==> config.mk <==
export PLATFORM = sky130hd
export DESIGN_NAME = infix_to_postfix_converter_flat
export DESIGN_NICKNAME = d
export VERILOG_FILES = /design/src/rtl/i2p_pkg.sv /design/src/rtl/i2p_if.sv /design/src/rtl/i2p_ram.sv /design/src/rtl/i2p_front.sv /design/src/rtl/i2p_cmd_queue.sv /design/src/rtl/i2p_back.sv /design/src/rtl/infix_to_postfix_converter.sv /design/src/flat_wrapper.sv
export SDC_FILE = /design/constraint.sdc
export NUM_CORES = 1
export LEC_CHECK = 0
export BUFFER_PORTS_ARGS = -buffer_cell sky130_fd_sc_hd__clkbuf_2
export CAP_MARGIN = 10
export CORE_MARGIN = 4
export CORE_UTILIZATION = 50
export CTS_CLUSTER_SIZE = 28
export DETAILED_ROUTE_END_ITERATION = 10
export GPL_TIMING_DRIVEN = 1
export PLACE_DENSITY = 0.71
export SYNTH_ARGS = -nofsm -noshare
export SYNTH_HDL_FRONTEND = slang
export SYNTH_SLANG_ARGS = --single-unit
==> constraint.sdc <==
create_clock -name i_clk -period 3 [get_ports i_clk]
set_clock_uncertainty 0.05 [all_clocks]
set_input_delay 0.6 -clock i_clk [delete_from_list [all_inputs] [get_ports i_clk]]
set_output_delay 0.6 -clock i_clk [all_outputs]
set_load 0.01 [all_outputs]
==> src/rtl/i2p_pkg.sv <==
`default_nettype none

package i2p_pkg;

    // operator stack geometry
    localparam int STACK_DEPTH = 32;
    localparam int CNT_W       = $clog2(STACK_DEPTH + 1);
    localparam int ADDR_W      = (STACK_DEPTH > 1) ? $clog2(STACK_DEPTH) : 1;
    localparam int CHAR_W      = 8;

    // character codes
    localparam logic [CHAR_W-1:0] CH_NUL    = 8'h00;
    localparam logic [CHAR_W-1:0] CH_PLUS   = 8'h2B;
    localparam logic [CHAR_W-1:0] CH_MINUS  = 8'h2D;
    localparam logic [CHAR_W-1:0] CH_STAR   = 8'h2A;
    localparam logic [CHAR_W-1:0] CH_SLASH  = 8'h2F;
    localparam logic [CHAR_W-1:0] CH_CARET  = 8'h5E;
    localparam logic [CHAR_W-1:0] CH_LPAREN = 8'h28;
    localparam logic [CHAR_W-1:0] CH_RPAREN = 8'h29;

    // error codes on the result channel
    localparam logic [1:0] ERR_NONE      = 2'd0;
    localparam logic [1:0] ERR_UNMATCHED = 2'd1;
    localparam logic [1:0] ERR_OVERFLOW  = 2'd2;

    // command kinds handed from front to back
    typedef logic [2:0] t_kind;
    localparam t_kind K_ALNUM = 3'd0;
    localparam t_kind K_OPEN  = 3'd1;
    localparam t_kind K_CLOSE = 3'd2;
    localparam t_kind K_OPER  = 3'd3;
    localparam t_kind K_END   = 3'd4;

    typedef logic [2:0] t_prio;
    localparam t_prio PRIO_NONE   = 3'd0;
    localparam t_prio PRIO_ADD    = 3'd1;
    localparam t_prio PRIO_MUL    = 3'd2;
    localparam t_prio PRIO_POW_ST = 3'd3;
    localparam t_prio PRIO_POW_IN = 3'd4;

    typedef struct packed {
        t_kind             kind;
        logic [CHAR_W-1:0] ch;
        t_prio             prio;
    } t_cmd;

    // priority of a character arriving from the input
    function automatic t_prio prio_incoming(input logic [CHAR_W-1:0] c);
        t_prio p;
        case (c)
            CH_PLUS, CH_MINUS: p = PRIO_ADD;
            CH_STAR, CH_SLASH: p = PRIO_MUL;
            CH_CARET:          p = PRIO_POW_IN;
            default:           p = PRIO_NONE;
        endcase
        return p;
    endfunction

    // priority of a character sitting on the stack
    function automatic t_prio prio_stacked(input logic [CHAR_W-1:0] c);
        t_prio p;
        case (c)
            CH_PLUS, CH_MINUS: p = PRIO_ADD;
            CH_STAR, CH_SLASH: p = PRIO_MUL;
            CH_CARET:          p = PRIO_POW_ST;
            default:           p = PRIO_NONE;
        endcase
        return p;
    endfunction

endpackage

`default_nettype wire

==> src/rtl/i2p_if.sv <==
`default_nettype none

// input character channel
interface i2p_in_if;
    logic       valid;
    logic       ready;
    logic [7:0] in_char;
    logic       end_of_expr;

    modport source (output valid, output in_char, output end_of_expr, input ready);
    modport sink   (input valid, input in_char, input end_of_expr, output ready);
endinterface

// postfix result channel
interface i2p_out_if;
    logic       valid;
    logic       ready;
    logic [7:0] out_char;
    logic       is_last;
    logic [1:0] err_code;

    modport source (output valid, output out_char, output is_last, output err_code,
                    input ready);
    modport sink   (input valid, input out_char, input is_last, input err_code,
                    output ready);
endinterface

`default_nettype wire

==> src/rtl/i2p_ram.sv <==
`default_nettype none

module i2p_ram #(
    parameter int WIDTH = 8,
    parameter int DEPTH = 32
) (
    input  wire logic                                      i_clk,
    input  wire logic                                      i_we,
    input  wire logic [((DEPTH > 1) ? $clog2(DEPTH) : 1)-1:0] i_waddr,
    input  wire logic [WIDTH-1:0]                          i_wdata,
    input  wire logic [((DEPTH > 1) ? $clog2(DEPTH) : 1)-1:0] i_raddr,
    output logic      [WIDTH-1:0]                          o_rdata
);

    logic [WIDTH-1:0] r_mem [DEPTH];
    logic [WIDTH-1:0] r_rdata;

    // one write port, one registered read port
    always_ff @(posedge i_clk) begin
        if (i_we) begin
            r_mem[i_waddr] <= i_wdata;
        end
        r_rdata <= r_mem[i_raddr];
    end

    assign o_rdata = r_rdata;

endmodule

`default_nettype wire

==> src/rtl/i2p_front.sv <==
`default_nettype none

module i2p_front
    import i2p_pkg::*;
(
    i2p_in_if.sink     i_in,
    output t_cmd       o_cmd,
    output logic       o_cmd_valid,
    input  wire logic  i_cmd_ready
);

    localparam logic [CHAR_W-1:0] CH_DIG_LO = 8'h30;
    localparam logic [CHAR_W-1:0] CH_DIG_HI = 8'h39;
    localparam logic [CHAR_W-1:0] CH_UPP_LO = 8'h41;
    localparam logic [CHAR_W-1:0] CH_UPP_HI = 8'h5A;
    localparam logic [CHAR_W-1:0] CH_LOW_LO = 8'h61;
    localparam logic [CHAR_W-1:0] CH_LOW_HI = 8'h7A;

    logic is_alnum;

    // ascii letters and digits only
    assign is_alnum = (i_in.in_char >= CH_DIG_LO && i_in.in_char <= CH_DIG_HI) ||
                      (i_in.in_char >= CH_UPP_LO && i_in.in_char <= CH_UPP_HI) ||
                      (i_in.in_char >= CH_LOW_LO && i_in.in_char <= CH_LOW_HI);

    // classify the beat into a command for the back end
    always_comb begin
        o_cmd.ch   = i_in.in_char;
        o_cmd.prio = prio_incoming(i_in.in_char);
        if (i_in.end_of_expr) begin
            o_cmd.kind = K_END;
        end else if (is_alnum) begin
            o_cmd.kind = K_ALNUM;
        end else if (i_in.in_char == CH_LPAREN) begin
            o_cmd.kind = K_OPEN;
        end else if (i_in.in_char == CH_RPAREN) begin
            o_cmd.kind = K_CLOSE;
        end else begin
            o_cmd.kind = K_OPER;
        end
    end

    assign o_cmd_valid = i_in.valid;
    assign i_in.ready  = i_cmd_ready;

endmodule

`default_nettype wire

==> src/rtl/i2p_cmd_queue.sv <==
`default_nettype none

module i2p_cmd_queue
    import i2p_pkg::*;
(
    input  wire logic  i_clk,
    input  wire logic  i_rst_n,
    input  wire t_cmd  i_cmd,
    input  wire logic  i_valid,
    output logic       o_ready,
    output t_cmd       o_cmd,
    output logic       o_valid,
    input  wire logic  i_ready
);

    t_cmd       r_mem [2];
    logic       r_wp;
    logic       r_rp;
    logic [1:0] r_cnt;
    logic       push;
    logic       pop;

    assign o_ready = (r_cnt != 2'd2);
    assign o_valid = (r_cnt != 2'd0);
    assign o_cmd   = r_mem[r_rp];
    assign push    = i_valid && o_ready;
    assign pop     = i_ready && o_valid;

    // two-entry command fifo
    always_ff @(posedge i_clk) begin
        if (!i_rst_n) begin
            r_wp  <= 1'b0;
            r_rp  <= 1'b0;
            r_cnt <= 2'd0;
        end else begin
            if (push) begin
                r_wp <= ~r_wp;
            end
            if (pop) begin
                r_rp <= ~r_rp;
            end
            if (push && !pop) begin
                r_cnt <= r_cnt + 2'd1;
            end else if (pop && !push) begin
                r_cnt <= r_cnt - 2'd1;
            end
        end
    end

    // payload storage
    always_ff @(posedge i_clk) begin
        if (push) begin
            r_mem[r_wp] <= i_cmd;
        end
    end

endmodule

`default_nettype wire

==> src/rtl/i2p_back.sv <==
`default_nettype none

module i2p_back
    import i2p_pkg::*;
(
    input  wire logic  i_clk,
    input  wire logic  i_rst_n,
    input  wire t_cmd  i_cmd,
    input  wire logic  i_cmd_valid,
    output logic       o_cmd_ready,
    i2p_out_if.source  o_out
);

    localparam logic [1:0] ST_IDLE  = 2'd0;
    localparam logic [1:0] ST_FETCH = 2'd1;
    localparam logic [1:0] ST_TEST  = 2'd2;
    localparam logic [1:0] ST_PUSH  = 2'd3;

    logic [1:0]        r_state;
    logic [1:0]        n_state;
    logic [CNT_W-1:0]  r_count;
    logic [CNT_W-1:0]  n_count;
    t_cmd              r_cmd;
    t_cmd              n_cmd;

    logic              r_o_valid;
    logic [CHAR_W-1:0] r_o_char;
    logic              r_o_last;
    logic [1:0]        r_o_err;

    logic              slot_free;
    logic              e_valid;
    logic [CHAR_W-1:0] e_char;
    logic              e_last;
    logic [1:0]        e_err;
    logic              e_fire;

    logic              ram_we;
    logic [ADDR_W-1:0] top_ptr;
    logic [CHAR_W-1:0] top_char;

    assign slot_free = !r_o_valid || o_out.ready;
    assign e_fire    = e_valid && slot_free;
    assign top_ptr   = r_count[ADDR_W-1:0] - ADDR_W'(1);

    // operator stack, read address always points at the top entry
    i2p_ram #(
        .WIDTH (CHAR_W),
        .DEPTH (STACK_DEPTH)
    ) u_stack (
        .i_clk   (i_clk),
        .i_we    (ram_we),
        .i_waddr (r_count[ADDR_W-1:0]),
        .i_wdata (r_cmd.ch),
        .i_raddr (top_ptr),
        .o_rdata (top_char)
    );

    // sequencer: one stack step per pass, stalls on a beat to emit while the result slot is full
    always_comb begin
        n_state     = r_state;
        n_count     = r_count;
        n_cmd       = r_cmd;
        o_cmd_ready = 1'b0;
        ram_we      = 1'b0;
        e_valid     = 1'b0;
        e_char      = CH_NUL;
        e_last      = 1'b0;
        e_err       = ERR_NONE;
        unique case (r_state)
            ST_IDLE: begin
                if (i_cmd_valid) begin
                    if (i_cmd.kind == K_ALNUM) begin
                        e_valid     = 1'b1;
                        e_char      = i_cmd.ch;
                        o_cmd_ready = slot_free;
                    end else begin
                        o_cmd_ready = 1'b1;
                        n_cmd       = i_cmd;
                        n_state     = (i_cmd.kind == K_OPEN) ? ST_PUSH : ST_FETCH;
                    end
                end
            end
            ST_FETCH: begin
                if (r_count == '0) begin
                    unique case (r_cmd.kind)
                        K_CLOSE: begin
                            e_valid = 1'b1;
                            e_err   = ERR_UNMATCHED;
                            if (slot_free) begin
                                n_state = ST_IDLE;
                            end
                        end
                        K_END: begin
                            e_valid = 1'b1;
                            e_last  = 1'b1;
                            if (slot_free) begin
                                n_state = ST_IDLE;
                            end
                        end
                        default: begin
                            n_state = ST_PUSH;
                        end
                    endcase
                end else begin
                    n_state = ST_TEST;
                end
            end
            ST_TEST: begin
                if (r_cmd.kind == K_CLOSE && top_char == CH_LPAREN) begin
                    // matching open paren is dropped
                    n_count = r_count - CNT_W'(1);
                    n_state = ST_IDLE;
                end else if (r_cmd.kind == K_OPER &&
                             prio_stacked(top_char) < r_cmd.prio) begin
                    n_state = ST_PUSH;
                end else begin
                    e_valid = 1'b1;
                    e_char  = top_char;
                    if (slot_free) begin
                        n_count = r_count - CNT_W'(1);
                        n_state = ST_FETCH;
                    end
                end
            end
            ST_PUSH: begin
                if (r_count == CNT_W'(STACK_DEPTH)) begin
                    e_valid = 1'b1;
                    e_err   = ERR_OVERFLOW;
                    if (slot_free) begin
                        n_state = ST_IDLE;
                    end
                end else begin
                    ram_we  = 1'b1;
                    n_count = r_count + CNT_W'(1);
                    n_state = ST_IDLE;
                end
            end
            default: begin
                n_state = ST_IDLE;
            end
        endcase
    end

    // control state
    always_ff @(posedge i_clk) begin
        if (!i_rst_n) begin
            r_state   <= ST_IDLE;
            r_count   <= '0;
            r_o_valid <= 1'b0;
        end else begin
            r_state <= n_state;
            r_count <= n_count;
            if (e_fire) begin
                r_o_valid <= 1'b1;
            end else if (o_out.ready) begin
                r_o_valid <= 1'b0;
            end
        end
    end

    // command and result payload
    always_ff @(posedge i_clk) begin
        r_cmd <= n_cmd;
        if (e_fire) begin
            r_o_char <= e_char;
            r_o_last <= e_last;
            r_o_err  <= e_err;
        end
    end

    assign o_out.valid    = r_o_valid;
    assign o_out.out_char = r_o_char;
    assign o_out.is_last  = r_o_last;
    assign o_out.err_code = r_o_err;

endmodule

`default_nettype wire

==> src/rtl/infix_to_postfix_converter.sv <==
// channel   dir  handshake      payload
// i_in      in   valid/ready    in_char[7:0], end_of_expr
// o_out     out  valid/ready    out_char[7:0], is_last, err_code[1:0]
//
// an operand beat goes straight to the result slot and '(' is pushed; ')' and operators
// fetch and test the top entry, emitting each popped operator, and an operator is pushed
// when it meets a lower-priority entry; the end marker pops every entry; o_out stalls hold it
// each stack step is one registered read of the stack RAM and a test of its data
// synchronous active-low reset empties the stack and the command queue
// a two-entry command queue lets input beats arrive while the back end stalls on o_out
`default_nettype none

module infix_to_postfix_converter
    import i2p_pkg::*;
(
    input  wire logic  i_clk,
    input  wire logic  i_rst_n,
    i2p_in_if.sink     i_in,
    i2p_out_if.source  o_out
);

    t_cmd front_cmd;
    logic front_valid;
    logic front_ready;
    t_cmd queue_cmd;
    logic queue_valid;
    logic queue_ready;

    // classify incoming characters
    i2p_front u_front (
        .i_in        (i_in),
        .o_cmd       (front_cmd),
        .o_cmd_valid (front_valid),
        .i_cmd_ready (front_ready)
    );

    // decouple front and back
    i2p_cmd_queue u_queue (
        .i_clk   (i_clk),
        .i_rst_n (i_rst_n),
        .i_cmd   (front_cmd),
        .i_valid (front_valid),
        .o_ready (front_ready),
        .o_cmd   (queue_cmd),
        .o_valid (queue_valid),
        .i_ready (queue_ready)
    );

    // stack sequencer and result register
    i2p_back u_back (
        .i_clk       (i_clk),
        .i_rst_n     (i_rst_n),
        .i_cmd       (queue_cmd),
        .i_cmd_valid (queue_valid),
        .o_cmd_ready (queue_ready),
        .o_out       (o_out)
    );

endmodule

`default_nettype wire

==> src/flat_wrapper.sv <==
// flat-port wrapper written by rule: the top's interface ports become plain ports
module infix_to_postfix_converter_flat import i2p_pkg::*;
  (i_clk, i_rst_n, i_in_valid, i_in_in_char, i_in_end_of_expr, i_in_ready, o_out_valid, o_out_out_char, o_out_is_last, o_out_err_code, o_out_ready);
  i2p_in_if i_in_i ();
  i2p_out_if o_out_i ();
  input  wire logic i_clk;
  input  wire logic i_rst_n;
  input wire logic [$bits(i_in_i.valid)-1:0] i_in_valid;
  input wire logic [$bits(i_in_i.in_char)-1:0] i_in_in_char;
  input wire logic [$bits(i_in_i.end_of_expr)-1:0] i_in_end_of_expr;
  output wire logic [$bits(i_in_i.ready)-1:0] i_in_ready;
  output wire logic [$bits(o_out_i.valid)-1:0] o_out_valid;
  output wire logic [$bits(o_out_i.out_char)-1:0] o_out_out_char;
  output wire logic [$bits(o_out_i.is_last)-1:0] o_out_is_last;
  output wire logic [$bits(o_out_i.err_code)-1:0] o_out_err_code;
  input wire logic [$bits(o_out_i.ready)-1:0] o_out_ready;
  assign i_in_i.valid = i_in_valid;
  assign i_in_i.in_char = i_in_in_char;
  assign i_in_i.end_of_expr = i_in_end_of_expr;
  assign i_in_ready = i_in_i.ready;
  assign o_out_valid = o_out_i.valid;
  assign o_out_out_char = o_out_i.out_char;
  assign o_out_is_last = o_out_i.is_last;
  assign o_out_err_code = o_out_i.err_code;
  assign o_out_i.ready = o_out_ready;
  infix_to_postfix_converter u_core (.i_clk(i_clk), .i_rst_n(i_rst_n), .i_in(i_in_i), .o_out(o_out_i));
endmodule
Word level (Yosys, flattened, before mapping) --
Memory sizes are Yosys's and may differ from the RTL's. A register that Yosys moved wholly into a read port is not among the register bits. Index checks and enable logic that the tools add are counted.
Storage, ports and cells: flip-flop bits (word level) 38, latch bits 0, RAM bits 284, memory bits (read-only) 0, input bits 13, output and inout bits 13, logic and storage cells 146, memories 2
Memories:
- u_core.u_back.u_stack.r_mem | depth 32, width 8, read ports 1, clocked after Yosys merged registers in 1, wr ports 1, line i2p_ram.sv:15 | logic [WIDTH-1:0] r_mem [DEPTH];
- u_core.u_queue.r_mem | depth 2, width 14, read ports 1, clocked after Yosys merged registers in 1, wr ports 1, line i2p_cmd_queue.sv:16 | t_cmd r_mem [2];
Cells by class: add/sub/neg operators 5, $mul 0, div/mod/pow operators 0, $lt $le $gt $ge 7, equal/unequal tests 28, shift-type cells 0, multiplexer cells 57, bitwise logic cells 3, reductions and logical operators 32
Operators with widths (number):
- $eq 8x6->1 const B | 11
- $mux 8 | 4
- $mux 2 | 15
- $mux 1 | 24
- $mux 6 | 4
- $eq 8x7->1 const B | 2
- $ge 8x7->1 const B | 2
- $le 8x7->1 const B | 2
- $pmux 8 s2 | 1
- $pmux 6 s2 | 1
- $logic_and 1x1->1 | 10
- $reduce_or 2->1 | 5
- $mux 3 | 3
- $pmux 3 s3 | 1
- $ge 8x6->1 const B | 1
- $le 8x6->1 const B | 1
- $pmux 2 s4 | 1
- $reduce_bool 2->1 | 4
- $add 6x1->6 const B | 1
- $eq 3x2->1 const B | 2
- $eq 6x6->1 const B | 1
- $logic_not 6->1 | 1
- $ne 2x2->1 const B | 3
- $ne 3x3->1 const B | 2
- 22 further kinds | 30

Longest topological paths before layout --
Gate-level depths: netlist of run 1.
depth in word-level cells 12, gate-level depth with buffers 9, gate-level depth less buffers 9

Cells and area by module --
From an unflattened synthesis of run 1, not the netlist that was laid out.
Unflattened totals: cells, all modules 674, area, all modules 13357.8 sq um
Modules (own cells, without submodules):
- i2p_ram | times used 1, cells an instance 417, area an instance 10053.4 sq um, sequential area each 7847.5 sq um
- i2p_back | times used 1, cells an instance 160, area an instance 1839.3 sq um, sequential area each 930.9 sq um
- i2p_cmd_queue | times used 1, cells an instance 67, area an instance 1246.2 sq um, sequential area each 940.9 sq um
- i2p_front | times used 1, cells an instance 30, area an instance 219.0 sq um, sequential area each 0.0 sq um

Worst setup path before layout of run 1 --
No wires, ideal clock.
path kind register to register, from register u_core.u_back.r_count[0], to register u_core.u_back.u_stack.r_rdata[0], in the netlist u_core.u_back.u_stack.o_rdata[0] (read register of u_core.u_back.u_stack.r_mem), setup time 0.121 ns, arrival 3.051 ns, required time 2.829 ns, setup slack -0.221 ns, stages on the path, launching flop included 10, path buffers 4, period minus slack after synthesis 3.221 ns, path through dfxtp_1 > buf_6 > clkbuf_1 > inv_1 > ha_1 > clkbuf_1 > clkbuf_1 > mux4_2 > mux4_2 > mux2_2
Between the ends: cells in the longest elaborated chain, start to end 1
RTL lines:
- from (decl) | line i2p_back.sv:21 | logic [CNT_W-1:0] r_count;
- from (signal assigned) | line i2p_back.sv:153 | r_count <= n_count;
- $sub 5x1->5 | line i2p_back.sv:44 | assign top_ptr = r_count[ADDR_W-1:0] - ADDR_W'(1);
- to (decl) | line i2p_ram.sv:16 | logic [WIDTH-1:0] r_rdata;
Every way passes these cells. A chain may end at the register's enable or synchronous reset.

Final worst setup path of run 1 --
from register u_core.u_back.u_stack.r_rdata[6], in the netlist u_core.u_back.u_stack.o_rdata[6] (read register of u_core.u_back.u_stack.r_mem), to register u_core.u_back.r_o_char[5], in the netlist u_core.u_back.o_out.out_char[5], enable pin
Between the ends: cells in the longest elaborated chain, start to end 11, elaborated cells on any way between the ends 18, those cells by class 1 x order compare; 6 x eq/ne; 6 x mux; 5 x reduce/logical
RTL lines:
- $eq 8x6->1 | line i2p_pkg.sv:62 | case (c)
- $reduce_or 2->1 | line i2p_pkg.sv:62
- $pmux 2 s3 | line i2p_pkg.sv:62
- $mux 3 | line i2p_back.sv:110 | if (r_cmd.kind == K_CLOSE && top_char == CH_LPAREN) begin
- $mux 3 | line i2p_back.sv:70 | unique case (r_state)
- $lt 3x3->1 | line i2p_back.sv:115 | prio_stacked(top_char) < r_cmd.prio) begin
- $logic_and 1x1->1 | line i2p_back.sv:114 | end else if (r_cmd.kind == K_OPER &&
- $mux 1 | line i2p_back.sv:114
- $mux 1 * | line i2p_back.sv:110
- $pmux 1 s4 * | line i2p_back.sv:70
- $logic_and 1x1->1 * | line i2p_back.sv:43 | assign e_fire = e_valid && slot_free;
- named net u_core.u_back.e_fire | line i2p_back.sv:36 | logic e_fire;
- to (signal assigned) | line i2p_back.sv:166 | r_o_char <= e_char;
- to (decl) | line i2p_back.sv:27 | logic [CHAR_W-1:0] r_o_char;
Mark *: on every way through the listed nets, which the timed path passes. The rest lies on a longest branch. The select of a mux whose other input is x is not followed.

==> results of run 1 <==
## power by group
part | total [mW] | leakage (nW) | switching (mW) | internal, mW
Sequential | 6.43 | 2.98 | 0.569 | 5.86
Combinational | 4.34 | 1.33 | 2.27 | 2.07
Clock | 3.78 | 0.484 | 1.57 | 2.21
Total | 14.5 | 4.80 | 4.41 | 10.1
## state kept, by name, indices dropped and copies added (netlist names), 2 cells and up, named ones only
name,flops
u_core.u_back.o_out.out_char,8
u_core.u_back.r_count,6
u_core.u_back.o_out.err_code,2
u_core.u_back.r_state,2
u_core.u_back.u_stack.r_mem,256
u_core.u_back.r_cmd,14
u_core.u_queue.r_mem,28
u_core.u_back.u_stack.o_rdata,8
u_core.u_queue.r_cnt,2
## logic make-up (layout without fill, tap and decap cells)
family                   Yosys count  count (layout)  share of synthesized area
flip-flops                       331             331                      0.727
AND/OR/NAND/NOR                  126             126                     0.0500
adder cells (fa/ha/maj)           11              11                     0.0109
XOR/XNOR                          13              13                    0.00908
buffers and inverters             36             127                     0.0137
AO/OA/AOI/OAI                     53              53                     0.0302
multiplexers                     107             107                      0.159
## final cells by class
| type | count | share of cell area |
|---|---|---|
| Sequential cell | 331 | 0.644 |
| Multi-Input combinational cell | 310 | 0.230 |
| Clock buffer | 43 | 0.0583 |
| Timing Repair Buffer | 64 | 0.0305 |
| Tap cell | 335 | 0.0278 |
| Clock inverter | 13 | 0.00779 |
| Inverter | 7 | 0.00174 |
## cell usage after synthesis (4+ instances only)
library cell | n | area share
edfxtp_1 | 309 | 0.69
mux4_2 | 74 | 0.12
nor2_1 | 35 | 0.0098
nand2_1 | 27 | 0.0076
dfxtp_1 | 22 | 0.033
mux2_2 | 22 | 0.019
clkbuf_1 | 20 | 0.0056
nor3_1 | 18 | 0.0067
nand2b_1 | 12 | 0.0056
ha_1 | 10 | 0.0094
a21oi_1 | 9 | 0.0034
a32o_1 | 8 | 0.0060
inv_1 | 7 | 0.0020
xnor2_1 | 7 | 0.0046
buf_2 | 6 | 0.0022
mux4_1 | 6 | 0.012
mux2i_1 | 5 | 0.0037
o21ai_0 | 5 | 0.0019
xor2_1 | 5 | 0.0033
a21boi_0 | 4 | 0.0022
or3_1 | 4 | 0.0019
## layout by cell type (no fill, tap or decap), types with 6 or more instances in the layout
cell type / synthesis / final
mux2_2: 22 / 22
clkbuf_1: 20 / 6
buf_4: 0 / 30
dfxtp_1: 22 / 21
edfxtp_1: 309 / 309
nand2b_1: 12 / 12
xnor2_1: 7 / 7
nor2_1: 35 / 34
inv_1: 7 / 7
a21oi_1: 9 / 9
clkbuf_8: 0 / 6
a32o_1: 8 / 8
ha_1: 10 / 9
clkbuf_2: 0 / 25
clkbuf_16: 0 / 31
mux4_1: 6 / 6
nor3_1: 18 / 18
mux4_2: 74 / 74
nand2_1: 27 / 27
## critical path, stage by stage (launching register included)
cell,delay (ps)
dfxtp_1,440
nor4bb_1,430
nand2_1,110
o31ai_1,90
ha_1,270
o21ba_2,190
nor3_1,270
a21oi_1,90
a221oi_2,360
nor2_2,190
## through the flow
stage	total power, mW	hold WS [ps]	setup WS [ps]
after floorplan	9.29	422	1.40
after global placement	10.7	438	153
after detailed placement	10.8	455	28.5
after CTS	14.6	235	80.7
after global routing	15.2	237	1.69
final	14.5	254	198
## layer usage
| metal | vias to the layer above | track usage |
|---|---|---|
| li1 | 2937 | - |
| met1 | 3442 | 0.260 |
| met2 | 262 | 0.297 |
| met3 | 37 | 0.0280 |
| met4 | 0 | 0.0455 |
| met5 | - | 0 |
## what timing repair did
action | CTS | global route
gates cloned | 0 | 0
gates resized for setup | 1 | 2
endpoints found under the setup margin | 11 | 11
## how the worst max path moves through the flow
stage / from / end / slack, ps / depth (start not counted)
finish: u_core.u_back.u_stack.o_rdata[6] / u_core.u_back.o_out.out_char[5] / 200 / 9
global route: u_core.u_back.u_stack.o_rdata[6] / u_core.u_back.o_out.out_char[5] / 2 / 9
CTS: u_core.u_back.u_stack.o_rdata[6] / u_core.u_back.o_out.out_char[5] / 80 / 9
detailed placement: u_core.u_back.u_stack.o_rdata[2] / u_core.u_back.o_out.out_char[3] / 30 / 9
global placement: u_core.u_back.u_stack.o_rdata[2] / u_core.u_back.o_out.out_char[5] / 150 / 9
floorplan: u_core.u_back.r_count[0] / u_core.u_back.u_stack.o_rdata[0] / 1 / 9
==> out/metrics.csv, run 1 <==
metric;value;unit
status;finished clean;
initial drt markers;574;
final wirelength;26000;microns
Die Y;171;microns
PwrDens;963;mW/mm^2
Clock Pin Slew Worst Setup and Hold Paths;60;ps
final std cells w/o fill;1103;
final core utilization;0.576;
Reg2Reg Depth;9;
core area;0.0262;sq mm
R2R Path End;u_core.u_back.o_out.out_char[5];
Clock Sinks;331;
share of async-settable or async-resettable flops after synthesis;0;
post-synthesis cell type count;62;
setup_tns;0;ps
Final Setup Violations;0;
# IOs;26;
hold-critical path depth;1;
DP Wirelength;16800;microns
Initial Util;0.510;
Final Cell Area;0.0151;sq mm
Final Hold Violating Endpoints;0;
Worst Path Class, Setup;reg2reg;
Detail Route Antenna Nets;0;
CTS tree;built;
Remaining DRCs;0;
register bit total from synthesis;331;
Clock Tree Root;clkbuf_16;
Leak;4.80;nW
Mapped Avg Cell Area;19.7;sq um
synthesized area;0.0134;sq mm
# rows;59;
syn nets;701;
WHS Endpoint;u_core.u_queue.r_mem[1][13];
WL/cell;23.5;microns
Reg-to-Reg Start;u_core.u_back.u_stack.o_rdata[6];
CTS Buf Count;31;
Post-synth EDFFs;309;
n_diodes;0;
share of cells above drive strength 1;0.284;
sequential area share after synthesis;0.727;
CP max FO;11;
fmax;0.357;GHz
CTS HTree Levels;1;
Most used DFF post-synth;edfxtp_1;
largest net degree at the start of global routing;72;
Avg Vias per Cell;6.05;
Max VDD drop;0.000645;V
Filler Cell Count;1870;
CTS Buffer Depth;3;
Critical Path Source Type;register;
met3 routed WL;1730;microns
Rel. slew slack;0.227;
CP arrival;2990;ps
vias in the first global route;6800;
DP Area;0.0140;sq mm
# Max-Cap Violations;0;
RSZ-0062 raised after global routing;false;
Ys Warns;0;
Slew @ Worst Pin;1160;ps
Crit. End Element;register;
total global routing overflow;0;
GRT Total Usage;0.181;
FF+latch area;0.00972;sq mm
Hold WC Path Type;in2reg;
Post-CTS Setup Inserts;0;
WP data required;3190;ps
Inst Count DP;1040;
Area Growth Syn to Fin;13.0;%
clk_lat worst skew;550;ps
hold buffers post-CTS;0;
routed length on met2;12800;microns
initial antenna violation count;0;
PortBufs;25;
first-pass GRT wire length;40400;microns
minimum clock period;2800;ps
vias;6678;
Hold Crit Start;i_in_end_of_expr;
die area;0.0294;sq mm
wire length on met1;10900;microns
Mapped Cells;677;
Final GP Congestion;0.888;
Worst R2R Setup Slack;200;ps
first drt pass iteration count;5;
Chip Width;171;microns
max layer used;met4;
# nets final;769;
Max Slew Vio Count;0;
Multi-input gate area;0.00347;sq mm
fin crit share;0.934;
(Power assumes the default switching activity.)
==> run 2, diff against run 1 <==
CORE_UTILIZATION = 56   (was 50)
PLACE_DENSITY = 0.78   (was 0.71)
==> run 2 against run 1 <==
  * First-iteration DRC count up 4.4%
  * Via count up 1.6%
  * Critical path depth unchanged
  * Combinational power up 3%
  * Global-route usage up 3.0 points
  * Cell count down 1.5%
  * Critical endpoint is now u_core.u_back.o_out.out_char[7]
  * Clock power up 3%
  * Final area up 0.35%
==> out/metrics.csv, run 2 (synthesis gave the netlist of run 1 again) <==
metric;value;unit
status;finished clean;
Comb pwr share;0.303;
PortBufs;25;
# nets final;768;
total global routing overflow;0;
Clock power frac;0.264;
minimum clock period;2750;ps
Area Growth Syn to Fin;13.4;%
WL/cell;25.0;microns
Max Slew Vio Count;0;
WP data required;3200;ps
Hold Crit Start;i_in_end_of_expr;
Clock Sinks;331;
largest net degree at the start of global routing;72;
fin crit share;0.916;
GRT Total Usage;0.211;
Final GP Congestion;0.902;
initial antenna violation count;1;
# rows;56;
Clock Pin Slew Worst Setup and Hold Paths;60;ps
n_diodes;0;
Final Hold Violating Endpoints;0;
Leak;4.86;nW
top flop regs;u_core.u_back.u_stack.r_mem: 256 flops, u_core.u_queue.r_mem: 28 flops, u_core.u_back.r_cmd: 14 flops;
Filler Cell Count;1541;
clk_lat worst skew;550;ps
Hold WC Path Type;in2reg;
Critical Path Source Type;register;
Initial Util;0.569;
Multi-input gate area;0.00349;sq mm
vias in the first global route;6895;
Biggest register;u_core.u_back.u_stack.r_mem;
CP arrival;2950;ps
CTS Buffer Depth;3;
fmax;0.364;GHz
Psw;4.56;mW
Avg Vias per Cell;6.24;
vias;6788;
FF+latch area;0.00972;sq mm
Slew @ Worst Pin;1180;ps
Remaining DRCs;0;
first drt pass iteration count;5;
share of cells above drive strength 1;0.298;
CTS Buf Count;31;
final wirelength;27200;microns
Worst Path Class, Setup;reg2reg;
final core utilization;0.646;
die area;0.0264;sq mm
commonest non-fill, non-tap cell in the layout;edfxtp_1;
first-pass GRT wire length;42100;microns
Final Setup Violations;0;
Detail Route Antenna Nets;0;
PwrDens;975;mW/mm^2
initial drt markers;599;
Max VDD drop;0.000523;V
Rel. slew slack;0.215;
# IOs;26;
# Max-Cap Violations;0;
Largest register FFs;256;
Crit. End Element;register;
Chip Width;162;microns
CP Launch Point;u_core.u_back.u_stack.o_rdata[6];
Die Y;162;microns
Reg-to-Reg Start;u_core.u_back.u_stack.o_rdata[6];
setup_tns;0;ps
Internal Power;10.2;mW
Clock Tree Root;clkbuf_16;
CTS tree;built;
DP Wirelength;17000;microns
share of power burned in registers;0.433;
CTS HTree Levels;1;
RSZ-0062 raised after global routing;false;
most frequent cells in the layout;309 x edfxtp_1, 74 x mux4_2, 35 x clkbuf_16;
sw frac;0.308;
CP max FO;11;
core area;0.0235;sq mm
==> run 2: changes by cell type in the layout (fill, tap and decap cells not counted), moves of 2 or more <==
cell,before,now
inv_4,0,3
buf_2,1,3
clkbuf_1,6,1
buf_16,0,2
clkbuf_8,6,3
clkinv_2,3,11
clkinv_1,5,1
clkbuf_16,31,35
clkbuf_4,4,0
==> run 2: power by group through the flow <==
stage	Combinational (mW)	Clock, mW	Sequential, mW
detailed placement	4.28	0	6.55
CTS	4.34	3.95	6.47
floorplan	3.00	0	6.29
finish	4.48	3.90	6.40
global route	4.76	4.17	6.46
global placement	4.24	0	6.48
==> run 2: final timing paths <==
check | to | slack (ps) | cells after the start
worst max-delay path | u_core.u_back.o_out.out_char[7] | 250 | 9
worst min-delay path | u_core.u_queue.r_mem[0][13] | 220 | 1
worst max register to register | u_core.u_back.o_out.out_char[7] | 250 | 9
worst min register to register | u_core.u_queue.r_cnt[1] | 460 | 2
==> run 2: what timing repair did <==
item | in CTS | in global routing
gates resized for setup | 0 | 5
setup buffers | 0 | 0
hold buffers | 0 | 0
endpoints found under the setup margin | 0 | 11
==> run 2: critical path, cell delays in order, from the launching register on <==
cell and delay [ps]:
dfxtp_1 440, nor4bb_4 360, nand2_1 80, o31ai_1 80, ha_1 270, o21ba_2 190
nor3_1 260, a21oi_1 90, a221oi_1 420, nor2_2 210
==> run 2: final cells by class <==
class | count | area share
Tap cell | 319 | 0.0263
Multi-Input combinational cell | 310 | 0.230
Clock inverter | 18 | 0.00817
Clock buffer | 39 | 0.0608
Inverter | 7 | 0.00173
Sequential cell | 331 | 0.642
Timing Repair Buffer | 63 | 0.0309
==> run 2: routing by layer <==
layer,part of all wire,track usage
met3,0.074,0.0370
met4,0.025,0.0581
met1,0.41,0.307
met5,0.00048,0
met2,0.49,0.339
==> run 2: stage by stage <==
step           power, mW  hold WS [ps]  worst slack, ps  instances  cell area, sq um
6_report            14.8           221              251       1087             15200
3_5_place_dp        10.8           452             68.3       1025             14000
5_1_grt             15.4           207             19.5       1087             15200
2_1_floorplan       9.29           422             1.40        677             13400
4_1_cts             14.8           205             39.4       1082             15100
3_3_place_gp        10.7           438              140       1025             14000
